<file path="src/hw/rtl/assert_macros.svh">
// Assertion macros shared by the sorter RTL.
// Each macro assumes signals clk and rst_n in the scope where it is used.
`ifndef ASSERT_MACROS_SVH
`define ASSERT_MACROS_SVH

// Same-cycle implication.
`define ASSERT_IMPLIES(lbl, ante, cons) \
    lbl: assert property (@(posedge clk) disable iff (!rst_n) (ante) |-> (cons)) \
        else $error("assertion failed");

// Next-cycle implication.
`define ASSERT_NEXT(lbl, ante, cons) \
    lbl: assert property (@(posedge clk) disable iff (!rst_n) (ante) |=> (cons)) \
        else $error("assertion failed");

`endif

</file>
<file path="src/hw/rtl/iss_pkg.sv">
`timescale 1ns / 1ps
// Package for the insertion sorter: payload types, cell link types, state codes.
// No dependencies.
package iss_pkg;

    localparam int DATA_W = 32;
    localparam int CMP_W  = 11;
    localparam logic [CMP_W-1:0] CMP_MAX = {CMP_W{1'b1}};

    typedef logic signed [DATA_W-1:0] value_t;
    typedef logic [CMP_W-1:0] cmp_t;

    // Data and compare flags handed from one cell to the next
    typedef struct packed {
        value_t val;
        logic   gt;
        logic   le;
    } link_t;

    // Broadcast control for every cell of the chain
    typedef struct packed {
        logic   insert;
        logic   shift;
        value_t value;
    } cell_ctrl_t;

    typedef enum logic [2:0] {
        ST_LOAD  = 3'b001,
        ST_DRAIN = 3'b010,
        ST_EMIT  = 3'b100
    } state_t;

endpackage

</file>
<file path="src/hw/rtl/iss_cell.sv">
`timescale 1ns / 1ps
// One cell of the insertion chain: holds one element, compares it with the
// incoming value and shifts up on insert or down on emission. Depends on iss_pkg.
module iss_cell (
    input  logic               clk,
    input  iss_pkg::cell_ctrl_t ctrl,
    input  logic               occupied,
    input  iss_pkg::link_t     prev,
    input  iss_pkg::value_t    next_val,
    output iss_pkg::link_t     link,
    output logic               ins
);
    import iss_pkg::*;

    value_t val_reg;
    value_t val_next;
    logic   gt;
    logic   le;

    // Compare held element against the incoming value
    assign gt = occupied && (val_reg > ctrl.value);
    assign le = occupied && !gt;

    // Insertion point: the neighbor below stays, this one moves or is free
    assign ins = prev.le && !le;

    assign link.val = val_reg;
    assign link.gt  = gt;
    assign link.le  = le;

    // Shift down on emission, shift up or take the new value on insert
    always_comb
    begin
        val_next = val_reg;
        if (ctrl.shift)
        begin
            val_next = next_val;
        end
        else if (ctrl.insert && prev.gt)
        begin
            val_next = prev.val;
        end
        else if (ctrl.insert && ins)
        begin
            val_next = ctrl.value;
        end
    end

    always_ff @(posedge clk)
    begin
        val_reg <= val_next;
    end

endmodule

</file>
<file path="config.mk">
export PLATFORM = sky130hd
export DESIGN_NAME = iss_cell
export DESIGN_NICKNAME = d
export VERILOG_FILES = /design/src/hw/rtl/assert_macros.svh /design/src/hw/rtl/iss_pkg.sv /design/src/hw/rtl/iss_cell.sv
export SDC_FILE = /design/constraint.sdc
export NUM_CORES = 1
export LEC_CHECK = 0
export ABC_AREA = 1
export BUFFER_PORTS_ARGS = -buffer_cell sky130_fd_sc_hd__buf_4
export CAP_MARGIN = 20
export CORE_ASPECT_RATIO = 1.4
export CORE_MARGIN = 5
export CORE_UTILIZATION = 25
export CTS_CLUSTER_SIZE = 25
export DETAILED_ROUTE_END_ITERATION = 16
export PLACE_DENSITY = 0.6
export SLEW_MARGIN = 20
export SYNTH_ARGS = -nofsm -noshare
export SYNTH_HDL_FRONTEND = slang
export SYNTH_SLANG_ARGS = --single-unit
</file>
<file path="constraint.sdc">
create_clock -name clk -period 2.9 [get_ports clk]
set_clock_uncertainty 0.2 [all_clocks]
set_input_delay 0.58 -clock clk [delete_from_list [all_inputs] [get_ports clk]]
set_output_delay 0.58 -clock clk [all_outputs]
set_load 0.02 [all_outputs]
</file>
## Word-level counts from Yosys, hierarchy flattened

Cells that the tools add are included.

| word-level totals | value |
|---|---|
| RAM bits | 0 |
| latch bits | 0 |
| input port bits | 102 |
| memories kept | 0 |
| flip-flop bits (word level) | 32 |
| output and inout bits | 35 |
| bits in read-only memories | 0 |

| cells by class | value |
|---|---|
| equal/unequal tests | 0 |
| divide/modulo/power cells | 0 |
| add/subtract/negate cells | 0 |
| multipliers | 0 |
| shifts and indexed selects | 0 |
| bitwise operators | 0 |
| $lt $le $gt $ge | 1 |
| mux-type cells | 3 |
| reduce and logical (&&, ||, !) cells | 8 |

Operator list:

| cell | number |
|---|---|
| two-way mux 32 bit | 3 |
| > comparator 32 bit | 1 |
| logical AND 1 bit | 5 |
| nonzero test 3 bit | 1 |
| logical NOT 1 bit | 2 |

## Logic depth before layout (Yosys ltp)

| logic depth | value |
|---|---|
| depth after elaboration | 10 |
| gate-level depth with buffers | 18 |
| mapped depth without buffers | 18 |

## Worst setup path before layout

OpenSTA, ideal clock, no wires.

| path | value |
|---|---|
| kind | input-to-reg |
| start point | input port ctrl[31] (netlist name) |
| end point | register val_reg[0] (enable) |
| required time | 2.311 ns |
| cell stages on the path | 12 |
| arrival | 2.424 ns |
| buffers on the path | 0 |
| path slack | -0.113 ns |
| cells stage by stage | inv_1 > ha_1 > nand2_1 > nor2_2 > nand2_2 > nor4_4 > nand2_1 > nand3_1 > nand3_2 > nand2_2 > nand3_1 > nand2_1 |

| between the ends | value |
|---|---|
| longest elaborated chain between the ends | 8 |

RTL lines:

| item | line | text |
|---|---|---|
| from (decl) | iss_cell.sv:6 | `input iss_pkg::cell_ctrl_t ctrl,` |
| > comparator 32 bit | iss_cell.sv:21 | `assign gt = occupied && (val_reg > ctrl.value);` |
| logical AND 1 bit | iss_cell.sv:21 |  |
| logical NOT 1 bit | iss_cell.sv:22 | `assign le = occupied && !gt;` |
| logical AND 1 bit | iss_cell.sv:22 |  |
| logical NOT 1 bit | iss_cell.sv:25 | `assign ins = prev.le && !le;` |
| logical AND 1 bit | iss_cell.sv:25 |  |
| logical AND 1 bit | iss_cell.sv:43 | `else if (ctrl.insert && ins)` |
| nonzero test 3 bit (no source line) | -- |  |
| to (signal assigned) | iss_cell.sv:51 | `val_reg <= val_next;` |
| to (decl) | iss_cell.sv:15 | `value_t val_reg;` |

Every way passes these cells.
A chain may end at the register's enable or synchronous reset.

## Worst setup path in the final report

| path | value |
|---|---|
| start point | register val_reg[31] |
| end point | output port ins |

| between the ends | value |
|---|---|
| longest elaborated chain between the ends | 6 |

RTL lines:

| item | line | text |
|---|---|---|
| > comparator 32 bit | iss_cell.sv:21 |  |
| logical AND 1 bit | iss_cell.sv:21 |  |
| logical NOT 1 bit | iss_cell.sv:22 |  |
| logical AND 1 bit | iss_cell.sv:22 |  |
| logical NOT 1 bit | iss_cell.sv:25 |  |
| logical AND 1 bit | iss_cell.sv:25 |  |
| to (decl) | iss_cell.sv:11 | `output logic ins` |

Every way passes these cells.

==> impl_metrics.tcl <==
set metrics [dict create \
    ys_seq_area_share_pct 37.9 \
    largest_reg_flops 32 \
    routing_layer_with_the_top_usage_in_global_route "met2" \
    p_per_area_nw_per_um2 439 \
    fin_setup_tns_ps 0 \
    placed_area_um2 3740 \
    grt_setup_unrepaired "yes" \
    drt-wirelength-per-cell_um 13.1 \
    ant_nets 0 \
    timing.critical_path.from_type "flip-flop" \
    dr.pass1.iters 4 \
    rrSetupSlack_ps 450 \
    residual_overflow_from_global_routing 0 \
    dpl.cell_count 592 \
    total_non_filler_cell_area_in_the_finished_layout_um2 4120 \
    hpwl_um 6320 \
    hold_viol 0 \
    power.switching_uw 534 \
    synth_fa_ha_area_share_pct 15.8 \
    first_global_vias 2646 \
    ff2ff_path_depth 12 \
    worstSetupEndpointType "primary output" \
    synth_largest_type_area_fraction_pct 37.9 \
    period_minus_slack_ps 2870 \
    post_synth_xor_area_fraction_pct 0 \
    first_iter_violations 90 \
    main_combinational_cell_family_by_area_after_synthesis "simple AND/OR/NAND/NOR gates" \
    globalRouteTotalUtil_pct 12.7 \
    vias_per_inst 4.36 \
    fill_cells 1052 \
    gp_congestion 0.735 \
    most-common-layout-cells "sky130_fd_sc_hd__buf_4, sky130_fd_sc_hd__nand2_1, sky130_fd_sc_hd__nor2_1" \
    irDropWorstVdd_uv 263 \
    status "finished clean" \
    mostFrequentLayoutCell "sky130_fd_sc_hd__buf_4" \
    top_level_ports 137 \
    critical_path.max_stage_delay_ps 430 \
    ys_ff_latch 32 \
    tightestPinTransition_ps 534 \
    cell_chain_of_the_critical_path "ha_4, nand2_1, nor2_2, nand2_2, nor4_4, nand2_1, nand3_1, nand3_2, nand2_2, inv_2, nor2_2, buf_4" \
    internal_power_uw 1270 \
    clockBufferDepth 2 \
    nets 605 \
    cts.sink_count 32 \
    worst_r2r_startpoint "val_reg[31]$_DFFE_PP_" \
    std_cell_rows 43 \
    final-instance-count-excl-fill 607 \
    dieArea_um2 12300 \
    hold_path_cells 3 \
    cts-htree-levels 2 \
    synth_area_per_cell_um2 7.71 \
    synthesis.area_um2 2540 \
    post_place_setup_slack_ps -82.2 \
    layout_setup_ws_ps 30.0 \
    leakage_uw 0.00203 \
    worstHoldEndpoint "val_reg[15]$_DFFE_PP_" \
    slew_violations 0 \
    timing.setup.critical_path_class "flip-flop to primary output" \
    insertion_delay_ps 270 \
    buffer_ports.inserted 136 \
    comb_power_share_pct 33.5 \
    maxCapViolations 0 \
    worst-path-max-fanout 3 \
    power_frac_clock_pct 33.1 \
    grt_util_met1_pct 15.2 \
    crit_path_start "val_reg[31]$_DFFE_PP_" \
    cts_inserted_buffers 5 \
    routed_wl_um 7970 \
    multiplexer_share_of_the_synthesized_area_pct 0 \
    die_w_um 95.1 \
    yosysWarnings 0 \
    final_layout_size_suffix_gt1_share_pct 41.5 \
    post_cts_clock_slew_at_the_launch_and_capture_registers_of_the_worst_setup_and_hold_paths_ps 50 \
    critPathRequiredTime_ps 2120 \
    antenna_violations_before_repair 0 \
    synth_cells 329 \
    critical_path_arrival_ps 2090 \
    min_from "prev[17]" \
    number_of_vias_in_the_routed_layout 2647 \
    cts_hold_repair.buffers 0 \
    synth.distinct_cells 25 \
    ys_top_cells_by_area "sky130_fd_sc_hd__edfxtp_1, sky130_fd_sc_hd__ha_1, sky130_fd_sc_hd__nand2_1" \
    drc 0 \
    area_delta_synth_final_pct 62.4 \
    synthSimpleGateAreaFrac_pct 24.4 \
    core_area_um2 9900 \
    worst_path_max_delay_cell "sky130_fd_sc_hd__edfxtp_1" \
    root_buffer "sky130_fd_sc_hd__clkbuf_16" \
    power.switching_fraction_pct 29.5 \
    maximum_number_of_pins_on_one_net_before_global_route_repair 35 \
    grt_first_pass_wirelength_um 12200 \
    worst_case_headroom_to_the_max_slew_limit_pct 64.3 \
    synth_top_area_cell "sky130_fd_sc_hd__edfxtp_1" \
    initial_core_util_pct 25.6 \
    synth_compound_area_share_pct 12.6 \
    n_antenna_cell 0 \
    post-route-period-util_pct 99.0 \
    die_y_um 129 \
    max_freq_ghz 0.348 \
    cts_tree "built" \
    finalSetupViolCount 0 \
    min_path_type "primary input to flip-flop" \
    regToRegEndpoint "val_reg[18]$_DFFE_PP_" \
    use_met2_pct 23.0 \
    groute.layer.met3.usage_pct 1.97 \
    syn-num-nets 463 \
    pwr-share-seq_pct 33.3 \
]
[metal layers]
layer	wire length [um]	share of wire, %
met2	4270	54
met3	463	5.8
met5	0	0
met4	87	1.1
met1	3150	40
[what timing repair did]
item / in CTS / in global routing
setup buffers: 1 / 6
gates resized for setup: 1 / 26
pin swaps: 0 / 9
setup endpoints to repair: 3 / 3
[power by group through the flow]
stage / registers, uW / logic [uW] / clock network, uW
after floorplan: 663 / 239 / 0
after global placement: 606 / 552 / 0
after detailed placement: 608 / 558 / 0
after CTS: 600 / 566 / 622
after global routing: 609 / 678 / 645
final: 603 / 606 / 599
[through the flow]
| stage | utilization (%) | power [uW] | hold slack [ps] |
|---|---|---|---|
| 2_1_floorplan | - | 902 | 634 |
| 3_3_place_gp | 37.8 | 1160 | 726 |
| 3_5_place_dp | 37.8 | 1170 | 727 |
| 4_1_cts | 39.7 | 1790 | 441 |
| 5_1_grt | 41.6 | 1930 | 446 |
| 6_report | 41.6 | 1810 | 449 |
[logic make-up after synthesis]
kind of cell | after synthesis
DFF | 32
buffers and inverters | 59
AOI/OAI and AO/OA | 53
and+or+nand+nor | 153
adders and majority gates | 32
[critical path, delay by kind of cell, from the launching register on]
kind	cells	cell delay (ps)
adders and majority gates	1	300
buffers and inverters	2	190
DFF	1	430
and+or+nand+nor	9	900
[cells in the mapped netlist]
| library cell | count |
|---|---|
| sky130_fd_sc_hd__o21a_1 | 1 |
| sky130_fd_sc_hd__a21o_1 | 2 |
| sky130_fd_sc_hd__nand3_1 | 3 |
| sky130_fd_sc_hd__clkinv_1 | 1 |
| sky130_fd_sc_hd__a21oi_1 | 13 |
| sky130_fd_sc_hd__o21ai_1 | 1 |
| sky130_fd_sc_hd__clkbuf_1 | 10 |
| sky130_fd_sc_hd__a31oi_1 | 32 |
| sky130_fd_sc_hd__edfxtp_1 | 32 |
| sky130_fd_sc_hd__nand4_1 | 2 |
| sky130_fd_sc_hd__nand2_1 | 100 |
| sky130_fd_sc_hd__inv_2 | 4 |
| sky130_fd_sc_hd__ha_1 | 32 |
| sky130_fd_sc_hd__buf_1 | 1 |
| sky130_fd_sc_hd__nor2_2 | 3 |
| sky130_fd_sc_hd__nand3_2 | 1 |
| sky130_fd_sc_hd__o21a_2 | 1 |
| sky130_fd_sc_hd__nor2_1 | 41 |
| sky130_fd_sc_hd__a21oi_2 | 1 |
| sky130_fd_sc_hd__nor4_4 | 1 |
| sky130_fd_sc_hd__buf_6 | 1 |
| sky130_fd_sc_hd__o21ai_0 | 2 |
| sky130_fd_sc_hd__inv_1 | 40 |
| sky130_fd_sc_hd__nand2_2 | 2 |
| sky130_fd_sc_hd__buf_4 | 2 |
[area by class of cell]
| cell class | instances | area (um^2) | share of cell area [%] |
|---|---|---|---|
| clock inverter | 3 | 42.5 | 1.03 |
| multi-input combinational | 238 | 1500 | 36.3 |
| timing repair buffer | 149 | 1160 | 28.1 |
| inverter | 45 | 169 | 4.10 |
| clock buffer | 5 | 125 | 3.04 |
| tap | 135 | 169 | 4.10 |
| sequential | 32 | 961 | 23.3 |
[worst max path at each step]
stage / endpoint / slack (ps) / depth (start not counted)
floorplan: val_reg[0]$_DFFE_PP_ / 170 / 12
global placement: ins / -90 / 14
detailed placement: ins / -80 / 14
CTS: ins / -40 / 12
global route: ins / -120 / 15
finish: ins / 30 / 12
No activity file was read; power rests on OpenSTA's default activity.
