--- src/hw/rtl/assert_macros.svh ---
// Assertion macros shared by the sorter RTL.
// Each macro assumes signals clk and rst_n in the scope where it is used.
`ifndef ASSERT_MACROS_SVH
`define ASSERT_MACROS_SVH

// Same-cycle implication.
`define ASSERT_IMPLIES(lbl, ante, cons) \
    lbl: assert property (@(posedge clk) disable iff (!rst_n) (ante) |-> (cons)) \
        else $error("assertion failed");

// Next-cycle implication.
`define ASSERT_NEXT(lbl, ante, cons) \
    lbl: assert property (@(posedge clk) disable iff (!rst_n) (ante) |=> (cons)) \
        else $error("assertion failed");

`endif

--- src/hw/rtl/iss_pkg.sv ---
`timescale 1ns / 1ps
// Package for the insertion sorter: payload types, cell link types, state codes.
// No dependencies.
package iss_pkg;

    localparam int DATA_W = 32;
    localparam int CMP_W  = 11;
    localparam logic [CMP_W-1:0] CMP_MAX = {CMP_W{1'b1}};

    typedef logic signed [DATA_W-1:0] value_t;
    typedef logic [CMP_W-1:0] cmp_t;

    // Data and compare flags handed from one cell to the next
    typedef struct packed {
        value_t val;
        logic   gt;
        logic   le;
    } link_t;

    // Broadcast control for every cell of the chain
    typedef struct packed {
        logic   insert;
        logic   shift;
        value_t value;
    } cell_ctrl_t;

    typedef enum logic [2:0] {
        ST_LOAD  = 3'b001,
        ST_DRAIN = 3'b010,
        ST_EMIT  = 3'b100
    } state_t;

endpackage

--- src/hw/rtl/iss_cmp_acc.sv ---
`timescale 1ns / 1ps
// Comparison accumulator: turns each insert's fill count and insertion point
// into a comparison count and adds it to a saturating total. Depends on iss_pkg.
module iss_cmp_acc #(
    parameter int CNT_W = 7
) (
    input  logic             clk,
    input  logic             rst_n,
    input  logic             stb,
    input  logic [CNT_W-1:0] count,
    input  logic [CNT_W-1:0] pos,
    input  logic             clear,
    output iss_pkg::cmp_t    total
);
    import iss_pkg::*;

    logic             pend_reg;
    logic [CNT_W-1:0] cnt_reg;
    logic [CNT_W-1:0] pos_reg;
    cmp_t             total_reg;
    cmp_t             total_next;
    logic [CMP_W:0]   sum;

    // Register one insert's figures ahead of the add
    always_ff @(posedge clk or negedge rst_n)
    begin
        if (!rst_n)
        begin
            pend_reg <= 1'b0;
        end
        else
        begin
            pend_reg <= stb;
        end
    end

    always_ff @(posedge clk)
    begin
        if (stb)
        begin
            cnt_reg <= count;
            pos_reg <= pos;
        end
    end

    // Shifted elements plus one when the scan stops above the bottom
    always_comb
    begin
        sum = {1'b0, total_reg} + (CMP_W+1)'(cnt_reg - pos_reg)
            + (CMP_W+1)'(pos_reg != '0);
        total_next = total_reg;
        if (clear)
        begin
            total_next = '0;
        end
        else if (pend_reg)
        begin
            total_next = sum[CMP_W] ? CMP_MAX : sum[CMP_W-1:0];
        end
    end

    always_ff @(posedge clk or negedge rst_n)
    begin
        if (!rst_n)
        begin
            total_reg <= '0;
        end
        else
        begin
            total_reg <= total_next;
        end
    end

    assign total = total_reg;

endmodule

--- config.mk ---
export PLATFORM = sky130hd
export DESIGN_NAME = iss_cmp_acc
export DESIGN_NICKNAME = d
export VERILOG_FILES = /design/src/hw/rtl/assert_macros.svh /design/src/hw/rtl/iss_pkg.sv /design/src/hw/rtl/iss_cmp_acc.sv
export SDC_FILE = /design/constraint.sdc
export NUM_CORES = 1
export LEC_CHECK = 0
export BUFFER_PORTS_ARGS = -buffer_cell sky130_fd_sc_hd__buf_4
export CORE_UTILIZATION = 45
export DETAILED_ROUTE_END_ITERATION = 10
export PLACE_DENSITY = 0.73
export SETUP_SLACK_MARGIN = 0.15
export SYNTH_ARGS = -nofsm -noshare
export SYNTH_HDL_FRONTEND = slang
export SYNTH_SLANG_ARGS = --single-unit
--- constraint.sdc ---
create_clock -name clk -period 3.7 [get_ports clk]
set_clock_uncertainty 0.05 [all_clocks]
set_input_delay 0.37 -clock clk [delete_from_list [all_inputs] [get_ports clk]]
set_output_delay 0.37 -clock clk [all_outputs]
set_load 0.05 [all_outputs]
; Yosys cells after proc, flatten, opt, wreduce, memory -nomap -nowiden
; Index checks and enable logic that the tools add are counted.
[word_totals]
out_inout_bits = 11
reg_bits = 26
word_cells = 12
inputBits = 18
[classes]
addsub = 3
n_reduce_logical = 2
muxes = 3
[op_table]
columns = op, n
row1 = 2-to-1 mux 11 bit, 3
row2 = adder 11 x 12 -> 12 bit, 1
row3 = adder 12 x 1 -> 12 bit, 1
row4 = subtractor 7 x 7 -> 8 bit, 1
row5 = nonzero test 7 bit, 1
row6 = nonzero test 2 bit, 1

; Depth between registers and ports, before layout
; Gate-level depths: netlist of the first run.
[logic_depth]
ltp_word = 6
ltp_mapped = 17
ltp_nobuf = 16

; Worst setup path before layout of the first run
; Ideal clock, no wire load.
[synth_timing]
path_type = flip-flop to flip-flop
start = register cnt_reg[0]
end = register total_reg[3], in the netlist total[3]
setup_ns = 0.119
stages_incl_launch_ff = 18
synth_period_minus_slack_ns = 3.318
setup_slack_ns = 0.382
arrival_ns = 3.150
path_buffers = 1
required_ns = 3.531
cell_sequence = edfxtp_1 -> inv_1 -> ha_1 -> inv_1 -> fa_1 -> a21o_1 -> a21oi_1 -> o21ai_0 -> a21oi_1 -> xnor2_1 -> ha_1 -> nand2_1 -> nor4_2 -> a31oi_1 -> a211o_1 -> a21bo_1 -> buf_6 -> o21a_1
[synth_via]
elab_chain_cells = 6
[synth_lines]
columns = element, line_no
row1 = "start, declared", iss_cmp_acc.sv:18  ; logic [CNT_W-1:0] cnt_reg;
row2 = "start signal, assigned", iss_cmp_acc.sv:41  ; cnt_reg <= count;
row3 = subtractor 7 x 7 -> 8 bit, iss_cmp_acc.sv:49  ; sum = {1'b0, total_reg} + (CMP_W+1)'(cnt_reg - pos_reg)
row4 = adder 11 x 12 -> 12 bit, iss_cmp_acc.sv:49
row5 = adder 12 x 1 -> 12 bit, iss_cmp_acc.sv:50  ; + (CMP_W+1)'(pos_reg != '0);
row6 = 2-to-1 mux 11 bit, iss_cmp_acc.sv:58  ; total_next = sum[CMP_W] ? CMP_MAX : sum[CMP_W-1:0];
row7 = 2-to-1 mux 11 bit, iss_cmp_acc.sv:56  ; else if (pend_reg)
row8 = 2-to-1 mux 11 bit, iss_cmp_acc.sv:52  ; if (clear)
row9 = "end signal, assigned", iss_cmp_acc.sv:70  ; total_reg <= total_next;
row10 = "end, declared", iss_cmp_acc.sv:20  ; cmp_t total_reg;
; No other way between the ends. The select of a mux whose other input is x is not followed.
; A chain may end at the register's enable or synchronous reset.

; Worst setup path after layout of the first run
[layout_timing]
start = register cnt_reg[0]
end = register total_reg[6], in the netlist total[6]
; Same word-level chain as after synthesis.

==> results of run 1 <==
per-stage QoR:
| stage | cell area (µm²) | instances | total power (W) | util [%] | hold WS (ns) |
|---|---|---|---|---|---|
| final | 2100 | 253 | 0.00122 | 57.5 | 0.222 |
| after global routing | 2100 | 253 | 0.00130 | 57.5 | 0.207 |
| after CTS | 2060 | 250 | 0.00119 | 56.3 | 0.216 |
| after detailed placement | 1980 | 245 | 0.000971 | 54.0 | 0.172 |
| after global placement | 1980 | 245 | 0.000968 | 54.0 | 0.172 |
| after floorplan | 1730 | 172 | 0.000841 | - | 0.0244 |
worst max-delay path, cell delays in order (launching register included):
cell	delay (ns)
edfxtp_1	0.37
inv_1	0.06
ha_1	0.15
inv_1	0.05
fa_2	0.35
a21o_1	0.18
a21oi_2	0.17
o21ai_0	0.09
a21oi_1	0.15
xnor2_1	0.10
ha_1	0.37
a21oi_2	0.10
o211ai_1	0.19
o21ai_1	0.12
a211o_1	0.35
a21bo_4	0.26
o21a_1	0.19
report_power, final:
part           total (W)  switching, W  internal [W]  leakage [nW]
Combinational   0.000643      0.000372      0.000271         0.645
Sequential      0.000373     0.0000313      0.000342         0.288
Clock           0.000207     0.0000900      0.000117        0.0339
Total            0.00122      0.000494      0.000730         0.967
worst min-delay path by stage:
stage	slack [ns]	cells after the start	startpoint	to
floorplan	0.02	0	rst_n	pend_reg$_DFF_PN0_
global placement	0.17	1	rst_n	total[1]$_DFFE_PN0P_
detailed placement	0.17	1	rst_n	total[1]$_DFFE_PN0P_
CTS	0.22	1	pos[2]	pos_reg[2]$_DFFE_PP_
global route	0.21	1	pos[1]	pos_reg[1]$_DFFE_PP_
finish	0.22	1	pos[5]	pos_reg[5]$_DFFE_PP_
final cells by class:
cell class	count	share of cell area, %
Clock buffer	4	3.15
Inverter	16	2.85
Multi-Input combinational cell	128	45.7
Sequential cell	26	34.2
Tap cell	48	2.85
Timing Repair Buffer	31	11.2
routing by layer:
metal | up-vias | global-route usage, % | share of wire (%)
li1 | 673 | - | -
met1 | 617 | 22.2 | 46
met2 | 31 | 29.5 | 51
met3 | 2 | 2.68 | 2.6
met4 | 0 | 2.56 | 0.44
met5 | - | 0 | 0
cells by family after synthesis:
kind of cell	count (synthesis)	share of synthesized area, %
xor gates and xnor gates	12	6.09
DFF	26	41.8
AOI/OAI and AO/OA	51	19.8
adders and majority gates	21	16.5
buffers and inverters	19	4.57
and+or+nand+nor	43	11.2
timing repair:
item                                   4_1_cts  5_1_grt
buffers inserted                             0        2
hold buffers                                 1        0
pin swaps                                    0        4
endpoints found under the hold margin       12        0
cloned                                       0        1
setup endpoints to repair                   11       11
gates resized for setup                      2        7
placed cells by master (no fill, tap or decap), types with 3 or more instances in the layout:
cell type  netlist  final
edfxtp_1        14     14
dfrtp_1         12     12
nor3_1           3      3
clkbuf_8         0      3
xor2_1           5      5
nor2_1          28     27
xnor2_1          7      7
ha_1            18     18
o21a_1          14     14
o21ai_0          7      6
inv_1           16     16
a21oi_1         11      9
a21o_1           4      4
buf_4            0     30
a211oi_1         4      4
nor2b_1          3      3
==> summary.txt, run 1 <==
HP Class = in2reg
GRT overflow = 0
DR iter-0 viols = 70
Reg2Reg Depth = 16
Die Wd = 63.9 µm
I/O pins = 29
core footprint = 3660 µm²
top post-synthesis cells by area = edfxtp_1 24%, dfrtp_1 17%, ha_1 13%
gr usage total = 16.9%
max_cap viols = 0
number of synthesized flops with an enable pin = 14
fin nets = 245
most area-hungry cell type in the Yosys netlist = edfxtp_1
reg-to-reg startpoint = cnt_reg[0]$_DFFE_PP_
Worst Setup Start Kind = flip-flop
final hold vios = 0
DP HPWL = 2.51 mm
Yosys reg bits = 26
outcome = completed
CP startpoint = cnt_reg[0]$_DFFE_PP_
Placer Congestion = 0.912
layout cells sized above 1 = 22.0%
antenna fix cells = 0
Crit Path Category = reg2reg
first-pass GRT wire length = 5.40 mm
RSZ-0062 raised after global routing = false
Routed Antenna Nets = 0
reg2reg end = total[6]$_DFFE_PN0P_
clock latency on the worst-skew pair = 0.27 ns
CTS Buffer Depth = 2
Yosys cell types = 32
Mapped Cells = 172
Seq/Total Area, Yosys = 41.8%
Setup Viol. Count Final = 0
Max FO, Critical Path = 6
f_max = 292 MHz
vias post-DR = 1323
vias per cell = 5.23
CTS Sinks = 26
maximum vdd drop = 0.000307 V
starting density of the core = 47.1%
largest net degree at the start of global routing = 16
crit end category = flip-flop
power density over cell area = 582 nW/µm²
Post-Syn Area = 1730 µm²
DR DRC count = 0
WP data arrival = 3.53 ns
area share of the largest cell type after synthesis = 24.4%
post-place setup slack = 0.0986 ns
CTS tree = built
Synth async-reset ratio = 46.2%
worst rel slew slack = 68.4%
syn_nets = 211
Worst Max-Slew Pin Slew = 0.474 ns
Fillers = 318
die area = 4090 µm²
number of H-tree levels = 1
initial antenna violation count = 0
Final Slew Violations = 0
vias in the first global route = 1242
P_leak = 0.967 nW
Synth top cells by count = 28 x nor2_1, 18 x ha_1, 16 x inv_1
setup TNS = 0 ns
cts bufs inserted = 3
area of the multi-input gates = 962 µm²
IO Port Bufs = 28
Largest register FFs = 11
Final Critical Period = 3.42 ns
synthesized area per cell = 10.0 µm²
CP required = 3.81 ns
First-pass DRT Iterations = 6
area grow syn2layout = 22.0%
CTS root buf = clkbuf_8
num rows = 22
critical path capture point = total[6]$_DFFE_PN0P_
top-count cell post-synth = nor2_1
Reg clk slew, reported paths = 0.09 ns
Final Cycle Share = 92.4%
FF-to-FF setup slack = 0.28 ns
synth warn = 0
top_reg_cell synth = edfxtp_1
Final WS setup = 0.281 ns
DIE HEIGHT = 63.9 µm
DR WL/cell = 13.4 µm
Storage cell area = 721 µm²
total wire length = 3.40 mm
No activity file was read; power rests on OpenSTA's default activity.
==> run 2: changes to the inputs <==
Settings changed: BUFFER_PORTS_ARGS -buffer_cell sky130_fd_sc_hd__buf_4 to -buffer_cell sky130_fd_sc_hd__buf_2.
==> summary.txt, run 2 (synthesis gave the netlist of run 1 again) <==
Worst Max-Slew Pin Slew = 0.415 ns
first-pass GRT wire length = 5.33 mm
CTS Buffer Depth = 2
initial antenna violation count = 0
outcome = completed
CP cell instances = inv_1 -> ha_1 -> inv_1 -> fa_2 -> a21o_1 -> a21oi_2 -> o21ai_0 -> a21oi_1 -> xnor2_1 -> ha_1 -> a21oi_2 -> o211ai_1 -> o21ai_1 -> a211o_1 -> a21bo_2 -> o21a_1
Reg2Reg Depth = 16
cts bufs inserted = 3
HP Class = in2reg
WHS Path Cells = 1
DR iter-0 viols = 116
Placer Congestion = 0.838
worst rel slew slack = 72.4%
Crit path max-delay family = compound AO/OA/AOI/OAI gates
Worst Min Path Start = pos[3]
antenna fix cells = 0
setup TNS = 0 ns
Setup Viol. Count Final = 0
reg2reg end = total[9]$_DFFE_PN0P_
most frequent cells in the layout = 28 x buf_2, 27 x nor2_1, 18 x ha_1
final hold vios = 0
f_max = 297 MHz
DP HPWL = 2.58 mm
WP data arrival = 3.48 ns
Overall Power = 0.00116 W
Final Slew Violations = 0
Worst Setup Start Kind = flip-flop
vias in the first global route = 1214
postcts setup bufs = 0
layout cells sized above 1 = 21.7%
vias per cell = 5.20
Worst Hold Path EP = pos_reg[3]$_DFFE_PP_
starting density of the core = 47.1%
CTS root buf = clkbuf_8
Routed Antenna Nets = 0
area grow syn2layout = 17.0%
CTS Sinks = 26
FF-to-FF setup slack = 0.33 ns
Final Cycle Share = 91.0%
First-pass DRT Iterations = 4
DR DRC count = 0
Reg clk slew, reported paths = 0.08 ns
CP max stage delay = 0.39 ns
Max FO, Critical Path = 5
GRT overflow = 0
max_cap viols = 0
DR WL/cell = 13.6 µm
reg-to-reg startpoint = cnt_reg[0]$_DFFE_PP_
clock latency on the worst-skew pair = 0.26 ns
IO Port Bufs = 28
die area = 4090 µm²
power density over cell area = 575 nW/µm²
gr usage total = 17.0%
crit end category = flip-flop
Final Critical Period = 3.37 ns
Die Wd = 63.9 µm
core footprint = 3660 µm²
Fillers = 339
fin nets = 243
Largest register FFs = 11
maximum vdd drop = 0.000343 V
most common cell after layout, fill and taps aside = buf_2
CP required = 3.81 ns
CP max stage cell = ha_1
number of H-tree levels = 1
CTS tree = built
DIE HEIGHT = 63.9 µm
RSZ-0062 raised after global routing = false
P_leak = 0.933 nW
I/O pins = 29
vias post-DR = 1305
Crit Path Category = reg2reg
num rows = 22
largest net degree at the start of global routing = 16
WP buf/inv = 2
total wire length = 3.41 mm
## run 2: how the worst max path moves through the flow
| stage | start | to | slack, ns | cells after the start |
|---|---|---|---|---|
| global placement | cnt_reg[0]$_DFFE_PP_ | total[2]$_DFFE_PN0P_ | 0.21 | 16 |
| finish | cnt_reg[0]$_DFFE_PP_ | total[9]$_DFFE_PN0P_ | 0.33 | 16 |
| global route | cnt_reg[0]$_DFFE_PP_ | total[5]$_DFFE_PN0P_ | 0.14 | 16 |
| floorplan | cnt_reg[0]$_DFFE_PP_ | total[3]$_DFFE_PN0P_ | 0.38 | 17 |
| detailed placement | cnt_reg[0]$_DFFE_PP_ | total[6]$_DFFE_PN0P_ | 0.14 | 16 |
| CTS | cnt_reg[0]$_DFFE_PP_ | total[6]$_DFFE_PN0P_ | 0.17 | 16 |
## run 2: layout make-up
class / instances / area, µm² / share of cell area, %
sequential: 26 / 721 / 35.7
inverter: 16 / 60.1 / 2.98
clock buffer: 3 / 41.3 / 2.05
tap: 48 / 60.1 / 2.98
multi-input combinational: 128 / 982 / 48.7
clock inverter: 1 / 3.75 / 0.186
timing repair buffer: 29 / 150 / 7.44
## run 2: what timing repair did
| item | CTS | global route |
|---|---|---|
| endpoints found under the hold margin | 12 | 0 |
| pin swaps | 0 | 7 |
| endpoints found under the setup margin | 10 | 11 |
| hold buffers | 1 | 0 |
| resized for setup | 1 | 11 |
| gates cloned | 0 | 1 |
## run 2: where the power goes
group,switching (W),internal [W]
combinational,0.000389,0.000243
clock,0.0000807,0.0000741
sequential,0.0000313,0.000342
total,0.000501,0.000658
## run 2: worst reg2reg max path: stages, from the launching register on
cell and delay [ns]:
edfxtp_1 0.37, inv_1 0.06, ha_1 0.16, inv_1 0.06, fa_2 0.34, a21o_1 0.18
a21oi_2 0.15, o21ai_0 0.09, a21oi_1 0.16, xnor2_1 0.09, ha_1 0.39, a21oi_2 0.10
o211ai_1 0.17, o21ai_1 0.12, a211o_1 0.35, a21bo_2 0.25, o21a_1 0.20
## run 2: layer usage
layer / wire (µm) / global-route usage (%) / vias to the layer above
met5: 0 / 0 / -
met4: 14 / 2.27 / 0
met3: 175 / 3.21 / 2
met2: 1790 / 31.3 / 40
met1: 1430 / 20.7 / 594
li1: - / - / 669
## run 2: metrics by stage
stage	util, %	setup WS, ns	hold WS (ns)	area [µm²]	cells
2_1_floorplan	-	0.382	0.0244	1730	172
3_3_place_gp	52.1	0.208	0.206	1910	245
3_5_place_dp	52.1	0.143	0.208	1910	245
4_1_cts	53.6	0.167	0.222	1960	250
5_1_grt	55.1	0.137	0.218	2020	251
6_report	55.1	0.331	0.229	2020	251
==> run 3: changes to the inputs <==
Settings changed: ABC_AREA from default to 0, PLACE_DENSITY 0.73 to 0.76.
Clock period 3.7 ns to 2.85 ns, I/O delays scaled along.
==> summary.txt, run 3 (synthesis gave the netlist of run 1 again) <==
outcome = finished with violations
failing checks = negative setup slack
GRT overflow = 0
Psw = 0.000704 W
internal power = 0.00114 W
Setup Viol. Count Final = 11
DR WL/cell = 12.7 µm
Max FO, Critical Path = 6
Final Critical Period = 3.31 ns
num rows = 22
initial antenna violation count = 0
maximum vdd drop = 0.000461 V
RSZ-0062 raised after global routing = true
clock latency on the worst-skew pair = 0.28 ns
Worst Setup Start Kind = flip-flop
gr usage total = 20.2%
FF-to-FF setup slack = -0.46 ns
CTS Sinks = 26
Reg clk slew, reported paths = 0.09 ns
HP Class = in2reg
Placer Congestion = 0.813
reg2reg end = total[5]$_DFFE_PN0P_
Storage cell area = 721 µm²
DP HPWL = 2.79 mm
Fin Hold WS = 0.133 ns
number of H-tree levels = 1
largest net degree at the start of global routing = 16
core footprint = 3660 µm²
antenna fix cells = 0
sequential cell fraction of total power = 26.0%
placed cells = 291
area grow syn2layout = 39.0%
Logic pwr share = 57.4%
total wire length = 3.79 mm
WP data arrival = 3.44 ns
post-place setup slack = -0.535 ns
WHS Path Cells = 1
vias per cell = 5.15
DIE HEIGHT = 63.9 µm
most frequent cells in the layout = 48 x buf_4, 28 x nor2_1, 28 x buf_2
Largest register FFs = 11
f_max = 302 MHz
CP required = 2.98 ns
Worst Max-Slew Pin Slew = 0.499 ns
Final Cell Area = 2400 µm²
fin nets = 291
layout cells sized above 1 = 37.5%
vias post-DR = 1540
Routed Antenna Nets = 0
die area = 4090 µm²
Final Cycle Share = 116%
starting density of the core = 47.1%
clock group share of total power = 16.6%
max_cap viols = 0
Final Slew Violations = 0
CTS root buf = clkbuf_8
Worst Hold Path EP = cnt_reg[5]$_DFFE_PP_
switching part of the total = 38.1%
First-pass DRT Iterations = 4
CTS Buffer Depth = 2
DR DRC count = 0
vias in the first global route = 1545
IO Port Bufs = 28
Crit Path Category = reg2reg
Final WS setup = -0.462 ns
reg-to-reg startpoint = cnt_reg[0]$_DFFE_PP_
I/O pins = 29
CTS tree = built
power density over cell area = 770 nW/µm²
first-pass GRT wire length = 6.38 mm
final hold vios = 0
Die Wd = 63.9 µm
CP startpoint = cnt_reg[0]$_DFFE_PP_
Core Util, Final = 65.5%
Reg2Reg Depth = 16
area of the multi-input gates = 976 µm²
most common cell after layout, fill and taps aside = buf_4
worst rel slew slack = 66.8%
DR iter-0 viols = 60
crit end category = flip-flop
Fillers = 292
fin cells = 299
placed instance area = 2260 µm²
Worst Min Path Start = count[5]
P_leak = 1.17 nW
cts bufs inserted = 3
## run 3: through the flow
stage	setup TNS, ns	total power, W
after global routing	-6.74	0.00196
final	-4.89	0.00185
after detailed placement	-5.78	0.00148
after floorplan	-3.37	0.00110
after CTS	-4.60	0.00183
after global placement	-4.36	0.00145
## run 3: per-layer routing
metal  up-vias  wire (µm)  GRT usage, %
met5         -          0             0
met4         0         40          5.11
li1        765          -             -
met3         7        166          3.93
met2        35       1920          37.8
met1       733       1660          23.1
## run 3: how the worst max path moves through the flow
| stage | end | slack (ns) | cells past startpoint |
|---|---|---|---|
| after floorplan | total[3]$_DFFE_PN0P_ | -0.32 | 17 |
| after global placement | total[6]$_DFFE_PN0P_ | -0.40 | 16 |
| after detailed placement | total[5]$_DFFE_PN0P_ | -0.53 | 16 |
| after CTS | total[5]$_DFFE_PN0P_ | -0.44 | 16 |
| after global routing | total[5]$_DFFE_PN0P_ | -0.63 | 16 |
| final | total[5]$_DFFE_PN0P_ | -0.46 | 16 |
## run 3: area by class of cell
type                    count  share of cell area, %
multi-input cells         128                   40.7
flip-flops and latches     26                   30.0
repair buffers             77                   21.3
inverters                  16                   2.50
well taps                  48                   2.50
clock buffers               3                   1.72
clock inverters             1                   1.25
## run 3: what timing repair did
item                                    CTS  global route
resized for setup                         7             3
pin swaps                                 8             7
endpoints found under the setup margin   11            11
gates cloned                              1             0
setup buffers                             2             0
endpoints found under the hold margin    12             0
hold buffers                              1             0
## run 3: power by group through the flow
stage / clock network, W / registers [W] / logic, W
global route: 0.000323 / 0.000487 / 0.00115
detailed placement: 0 / 0.000488 / 0.000994
CTS: 0.000313 / 0.000481 / 0.00104
finish: 0.000306 / 0.000480 / 0.00106
global placement: 0 / 0.000487 / 0.000965
floorplan: 0 / 0.000580 / 0.000519
## run 3: critical path: stages (launching register included)
cell and delay, ns:
edfxtp_1 0.37, inv_1 0.07, ha_2 0.19, inv_2 0.04
fa_2 0.33, a21o_1 0.17, a21oi_2 0.14, o21ai_1 0.07
a21oi_1 0.16, xnor2_1 0.10, ha_1 0.36, nand2_2 0.10
nor3_2 0.11, a31oi_1 0.13, a211o_1 0.37, a21bo_4 0.26
o21a_1 0.19
